**src/hdl/cwl_pkg.sv**
```systemverilog
// Shared types and command codes for the connection wildcard lookup chain.
package cwl_pkg;

  localparam logic [1:0] CMD_WRITE      = 2'd0;
  localparam logic [1:0] CMD_INVALIDATE = 2'd1;
  localparam logic [1:0] CMD_LOOKUP     = 2'd2;

  localparam int SLOT_W = 4;
  localparam int PORT_W = 16;
  localparam int HOST_W = 48;

  // Word travelling down the row of cells: the command, its query and the best match so far.
  typedef struct packed {
    logic              valid;
    logic [1:0]        command;
    logic [SLOT_W-1:0] slot;
    logic [PORT_W-1:0] local_port;
    logic [HOST_W-1:0] remote_host;
    logic [PORT_W-1:0] remote_port;
    logic              allow_wildcard;
    logic              exact_found;
    logic [SLOT_W-1:0] exact_slot;
    logic              wild_found;
    logic [SLOT_W-1:0] wild_slot;
  } token_t;

endpackage

```
**src/hdl/cwl_cell.sv**
```systemverilog
// One connection slot: holds its entry and scores the passing word against it.
module cwl_cell #(
  parameter int IDX = 0
) (
  input  logic            clk,
  input  logic            rst,
  input  cwl_pkg::token_t tok_in,
  output cwl_pkg::token_t tok_out
);

  localparam logic [cwl_pkg::SLOT_W-1:0] SLOT_ID = cwl_pkg::SLOT_W'(IDX);
  // Only slots that a 4-bit index can name are ever written.
  localparam bit ADDRESSABLE = (IDX < (1 << cwl_pkg::SLOT_W));

  logic                      entry_valid;
  logic [cwl_pkg::PORT_W-1:0] entry_local_port;
  logic [cwl_pkg::HOST_W-1:0] entry_remote_host;
  logic [cwl_pkg::PORT_W-1:0] entry_remote_port;

  logic            addressed;
  logic            port_ok;
  logic            slot_null;
  logic            query_null;
  logic            host_eq;
  logic            rport_eq;
  logic            is_exact;
  logic            is_wild;
  cwl_pkg::token_t tok_next;

  always_comb begin
    addressed  = ADDRESSABLE && (tok_in.slot == SLOT_ID);
    port_ok    = entry_valid && (entry_local_port == tok_in.local_port);
    slot_null  = (entry_remote_host == '0);
    query_null = (tok_in.remote_host == '0);
    host_eq    = (entry_remote_host == tok_in.remote_host);
    rport_eq   = (entry_remote_port == tok_in.remote_port);
    is_exact   = port_ok && ((slot_null && query_null) ||
                             (!slot_null && !query_null && host_eq && rport_eq));
    is_wild    = port_ok && ((slot_null != query_null) ||
                             (!slot_null && !query_null && host_eq && !rport_eq &&
                              (entry_remote_port == '0)));

    tok_next = tok_in;
    if (tok_in.valid && (tok_in.command == cwl_pkg::CMD_LOOKUP) && !tok_in.exact_found) begin
      if (is_exact) begin
        tok_next.exact_found = 1'b1;
        tok_next.exact_slot  = SLOT_ID;
      end else if (is_wild && tok_in.allow_wildcard && !tok_in.wild_found) begin
        tok_next.wild_found = 1'b1;
        tok_next.wild_slot  = SLOT_ID;
      end
    end
  end

  always_ff @(posedge clk) begin
    if (rst) begin
      entry_valid <= 1'b0;
    end else if (tok_in.valid && addressed) begin
      unique case (tok_in.command)
        cwl_pkg::CMD_WRITE: begin
          entry_valid <= 1'b1;
        end
        cwl_pkg::CMD_INVALIDATE: begin
          entry_valid <= 1'b0;
        end
        default: begin
          entry_valid <= entry_valid;
        end
      endcase
    end
  end

  always_ff @(posedge clk) begin
    if (tok_in.valid && addressed && (tok_in.command == cwl_pkg::CMD_WRITE)) begin
      entry_local_port  <= tok_in.local_port;
      entry_remote_host <= tok_in.remote_host;
      entry_remote_port <= tok_in.remote_port;
    end
  end

  always_ff @(posedge clk) begin
    if (rst) begin
      tok_out.valid <= 1'b0;
    end else begin
      tok_out.valid <= tok_in.valid;
    end
  end

  always_ff @(posedge clk) begin
    tok_out.command        <= tok_next.command;
    tok_out.slot           <= tok_next.slot;
    tok_out.local_port     <= tok_next.local_port;
    tok_out.remote_host    <= tok_next.remote_host;
    tok_out.remote_port    <= tok_next.remote_port;
    tok_out.allow_wildcard <= tok_next.allow_wildcard;
    tok_out.exact_found    <= tok_next.exact_found;
    tok_out.exact_slot     <= tok_next.exact_slot;
    tok_out.wild_found     <= tok_next.wild_found;
    tok_out.wild_slot      <= tok_next.wild_slot;
  end

endmodule

```
**src/hdl/connection_wildcard_lookup.sv**
```systemverilog
// Top level: connection table built as a row of slot cells that a command word walks along.
//
//   channel   handshake           payload
//   command   start / busy        command, slot, local_port, remote_host, remote_port,
//                                 allow_wildcard
//   result    done (one cycle)    hit, hit_slot, wildcard_used
//
// A command walks one cell per cycle, passing every cell register and then the done
// register between acceptance and its done strobe; the length of the cell row sets that delay.
// busy stays high from acceptance until the cycle in which done is shown, and a new
// command may be accepted in that same cycle.
// Synchronous reset clears every slot's valid flag and the control state at once.
// The receiver cannot stall: each result is shown for exactly one cycle.
module connection_wildcard_lookup #(
  parameter int DEPTH = 16
) (
  input  logic        clk,
  input  logic        rst,
  input  logic        start,
  output logic        busy,
  input  logic [1:0]  command,
  input  logic [3:0]  slot,
  input  logic [15:0] local_port,
  input  logic [47:0] remote_host,
  input  logic [15:0] remote_port,
  input  logic        allow_wildcard,
  output logic        done,
  output logic        hit,
  output logic [3:0]  hit_slot,
  output logic        wildcard_used
);

  cwl_pkg::token_t chain [DEPTH+1];
  cwl_pkg::token_t head;
  cwl_pkg::token_t tail;

  logic busy_next;

  always_comb begin
    head.valid          = start && !busy;
    head.command        = command;
    head.slot           = slot;
    head.local_port     = local_port;
    head.remote_host    = remote_host;
    head.remote_port    = remote_port;
    head.allow_wildcard = allow_wildcard;
    head.exact_found    = 1'b0;
    head.exact_slot     = '0;
    head.wild_found     = 1'b0;
    head.wild_slot      = '0;
  end

  assign chain[0] = head;

  for (genvar i = 0; i < DEPTH; i++) begin : g_cell
    cwl_cell #(
      .IDX(i)
    ) u_cell (
      .clk    (clk),
      .rst    (rst),
      .tok_in (chain[i]),
      .tok_out(chain[i+1])
    );
  end

  assign tail = chain[DEPTH];

  always_comb begin
    busy_next = busy;
    if (tail.valid) begin
      busy_next = 1'b0;
    end else if (start && !busy) begin
      busy_next = 1'b1;
    end
  end

  always_ff @(posedge clk) begin
    if (rst) begin
      busy <= 1'b0;
      done <= 1'b0;
    end else begin
      busy <= busy_next;
      done <= tail.valid;
    end
  end

  // Writes, invalidates and unused codes never set a found flag, so they report all zero.
  always_ff @(posedge clk) begin
    if (tail.valid) begin
      hit           <= tail.exact_found || tail.wild_found;
      wildcard_used <= !tail.exact_found && tail.wild_found;
      if (tail.exact_found) begin
        hit_slot <= tail.exact_slot;
      end else if (tail.wild_found) begin
        hit_slot <= tail.wild_slot;
      end else begin
        hit_slot <= '0;
      end
    end
  end

endmodule

```
**config.mk**
```make
export PLATFORM = sky130hd
export DESIGN_NAME = connection_wildcard_lookup
export DESIGN_NICKNAME = d
export VERILOG_FILES = /design/src/hdl/cwl_pkg.sv /design/src/hdl/cwl_cell.sv /design/src/hdl/connection_wildcard_lookup.sv
export SDC_FILE = /design/constraint.sdc
export NUM_CORES = 2
export LEC_CHECK = 0
export BUFFER_PORTS_ARGS = -buffer_cell sky130_fd_sc_hd__buf_2
export CORE_MARGIN = 5
export CORE_UTILIZATION = 40
export CTS_CLUSTER_DIAMETER = 30
export DETAILED_ROUTE_END_ITERATION = 8
export GPL_TIMING_DRIVEN = 0
export PLACE_DENSITY_LB_ADDON = 0.25
export SYNTH_ARGS = -nofsm -noshare
export SYNTH_HDL_FRONTEND = slang
export SYNTH_SLANG_ARGS = --single-unit
```
**constraint.sdc**
```tcl
create_clock -name clk -period 12.4 [get_ports clk]
set_input_delay 0.62 -clock clk [delete_from_list [all_inputs] [get_ports clk]]
set_output_delay 0.62 -clock clk [all_outputs]
set_load 0.02 [all_outputs]
```
==> flow_summary.yaml <==
status:
  status: "completed"
cts:
  clockBufferDepth: 4
  cts.htree.levels: 5
  root_buffer: "clkbuf_16"
  worstSkewPairLatency_ns: 0.92
  path_clk_slew_ns: 0.05
  numCtsBuffers: 431
  clock-sinks: 2755
  postCtsSetupRepairBufs: 0
  cts_tree: "yes"
worst_setup_path:
  cp-end-kind: "flop"
  crit_start: "g_cell[14].u_cell.entry_remote_host[14]"
  cp.arrival_ns: 4.01
  worstSetupStartpointType: "flop"
  r2r-start: "g_cell[14].u_cell.entry_remote_host[14]"
  cp_max_fo: 4
  path_class: "reg2reg"
  required_ns: 13.20
placement:
  place_hpwl_mm: 146
  place_area_mm2: 0.0941
  place.gp.congestion: 0.946
  port_buffers: 97
  place_ws_ns: 9.02
floorplanning:
  die_w_um: 482
  core_mm2: 0.222
  start_util: 0.401
  fp-row-count: 173
  die-area_mm2: 0.232
  die_h_um: 482
  ioPinCount: 98
global_route:
  antenna_found_initial: 0
  grt_max_degree: 40
  grtUsageMet2: 0.290
  grt_overflow: 0
  grt_use_met3: 0.0295
  use_met1: 0.199
  grt_pass1_wl_mm: 298
  grt_pass1_vias: 49100
  top_usage_layer: "met2"
  grt.total_usage: 0.167
timing:
  fin_ws_ns: 9.19
  skew_ns: 0.0647
  fmax_mhz: 311
  fin_crit_ns: 3.21
  fin_tns_setup_ns: 0
  finalHoldViolCount: 0
  tightest_slew_ns: 1.44
  setup_viol: 0
  finalCritPeriodShare: 0.259
  slew_violations: 0
  relSlewSlack: 0.0285
  rsz0062_at_grt: "false"
yosys:
  syn-cell-area_mm2: 0.0891
  synth_top_cell_by_area: "edfxtp_1"
  syn_inst: 5623
  synth_edf_count: 1286
  ys_seq_area_frac: 0.764
  synthArstFlopShare: 0
  synth_top_area_share: 0.434
  synthTopCellsByCount: "dfxtp_1, edfxtp_1, xor2_1"
  synth_most_common_cell: "dfxtp_1"
  avgSynthCellArea_um2: 15.8
  synth_area_leaders: "edfxtp_1, dfxtp_1, xor2_1, xnor2_1, nor4_1"
  synth_cell_types: 75
  yosysWarnings: 0
  ys_seq_elements: 2755
  syn_nets: 5745
  synthFlopType: "dfxtp_1"
finish:
  final_util: 0.495
  nNetsFinal: 6399
  diodes: 0
  syn_to_final_growth_pct: 23.2
  design_area_mm2: 0.110
  drive_gt1_frac: 0.139
  multi_input_area_mm2: 0.0207
  num-fill-cells: 18600
  seq_area_mm2: 0.0680
power_and_ir_drop:
  leakagePower_nw: 38.7
  power_switching_share: 0.213
  p_comb_frac: 0.014
  pwr-share-seq: 0.453
  p_sw_w: 0.00473
  internal_power_w: 0.0174
  p_clk_frac: 0.533
  ir_worst_vdd_uv: 174
  power_density_mw_per_mm2: 202
min_path:
  min-delay-start: "g_cell[8].u_cell.tok_out[91]"
  hp-class: "reg2reg"
run:
  maxCapViolations: 0
route:
  routed_wl_mm: 195
  drtIter0Drc: 2528
  drt_pass1_iterations: 7
  vias: 46400
  vias_per_cell: 4.82
  remaining_drc_errors: 0
  antenna_left: 0
  post_drt_wl_per_cell_um: 20.3
[cells in the final DEF (no fill, tap or decap), types with 13 or more instances in the layout]
| master | n |
|---|---|
| a21oi_1 | 30 |
| buf_12 | 32 |
| buf_2 | 97 |
| bufinv_16 | 28 |
| clkbuf_1 | 41 |
| clkbuf_16 | 451 |
| clkbuf_8 | 34 |
| clkinv_1 | 15 |
| clkinv_2 | 31 |
| clkinv_4 | 42 |
| clkinvlp_4 | 45 |
| dfxtp_1 | 1469 |
| dlygate4sd3_1 | 89 |
| edfxtp_1 | 1286 |
| ha_1 | 32 |
| inv_1 | 109 |
| inv_6 | 71 |
| inv_8 | 20 |
| nand2_1 | 21 |
| nand2b_1 | 50 |
| nand3_1 | 37 |
| nand3b_1 | 13 |
| nand4_1 | 269 |
| nand4b_1 | 21 |
| nor2_1 | 55 |
| nor2_4 | 16 |
| nor2b_1 | 54 |
| nor3_1 | 43 |
| nor4_1 | 653 |
| or2_1 | 45 |
| or3_1 | 18 |
| xnor2_1 | 494 |
| xor2_1 | 709 |
[worst paths after layout]
path              depth (start not counted)  slack (ns)                           end
setup reg to reg                         11        9.19  g_cell[14].u_cell.tok_out[0]
setup / recovery                         11        9.19  g_cell[14].u_cell.tok_out[0]
hold reg to reg                           0        0.32  g_cell[9].u_cell.tok_out[91]
hold / removal                            0        0.32  g_cell[9].u_cell.tok_out[91]
[worst max-delay path: stages (launching register included)]
cell      delay [ns]
edfxtp_1        0.40
nor4_1          0.39
nand4_1         0.20
nor3_1          0.33
inv_1           0.08
ha_1            0.19
o21ai_0         0.06
nand4b_1        0.14
nor4_2          0.10
a41o_1          0.42
or4b_4          0.60
and2_1          0.17
[metrics by stage]
step | power [W] | instances | hold slack (ns)
after floorplan | 0.0103 | 5623 | 0.323
after global placement | 0.0105 | 8695 | 0.332
after detailed placement | 0.0105 | 8730 | 0.332
after CTS | 0.0224 | 9613 | 0.286
after global routing | 0.0229 | 9613 | 0.317
final | 0.0222 | 9613 | 0.320
[sequential cells by signal, indices dropped and copies added (netlist names)]
signal and flops:
hit_slot 4, wildcard_used 1, hit 1, g_cell.u_cell.tok_out 1451, busy 1, done 1
g_cell.u_cell.entry_remote_host 768, g_cell.u_cell.entry_remote_port 256, g_cell.u_cell.entry_local_port 256, g_cell.u_cell.entry_valid 16
[power groups by stage]
stage                     logic (W)  registers, W  clock network [W]
after floorplan            0.000185        0.0101                  0
after global placement     0.000288        0.0102                  0
after detailed placement   0.000287        0.0102                  0
after CTS                  0.000311        0.0100             0.0120
after global routing       0.000333        0.0101             0.0125
final                      0.000311        0.0100             0.0118
[per-layer routing]
metal	part of all wire	up-vias
li1	-	22400
met1	0.41	22300
met2	0.50	1114
met3	0.037	516
met4	0.052	0
met5	0	-
[final cells by class]
| type | count | area share |
|---|---|---|
| Buffer | 3 | 0.000103 |
| Clock buffer | 523 | 0.108 |
| Clock inverter | 271 | 0.0258 |
| Inverter | 115 | 0.00393 |
| Multi-Input combinational cell | 2750 | 0.189 |
| Sequential cell | 2755 | 0.620 |
| Tap cell | 2975 | 0.0339 |
| Timing Repair Buffer | 221 | 0.0188 |
[cells by family after synthesis]
| family | synth area share |
|---|---|
| flip-flops | 0.764 |
| AND/OR/NAND/NOR | 0.0959 |
| XOR/XNOR | 0.118 |
| AO/OA/AOI/OAI | 0.0126 |
| buffers and inverters | 0.00497 |
| adder cells (fa/ha/maj) | 0.00449 |
[timing repair]
item                                   in CTS  in global routing
resized for setup                           0                  0
endpoints found under the hold margin     173                  0
hold buffers                               89                  0
(Power assumes the default switching activity.)
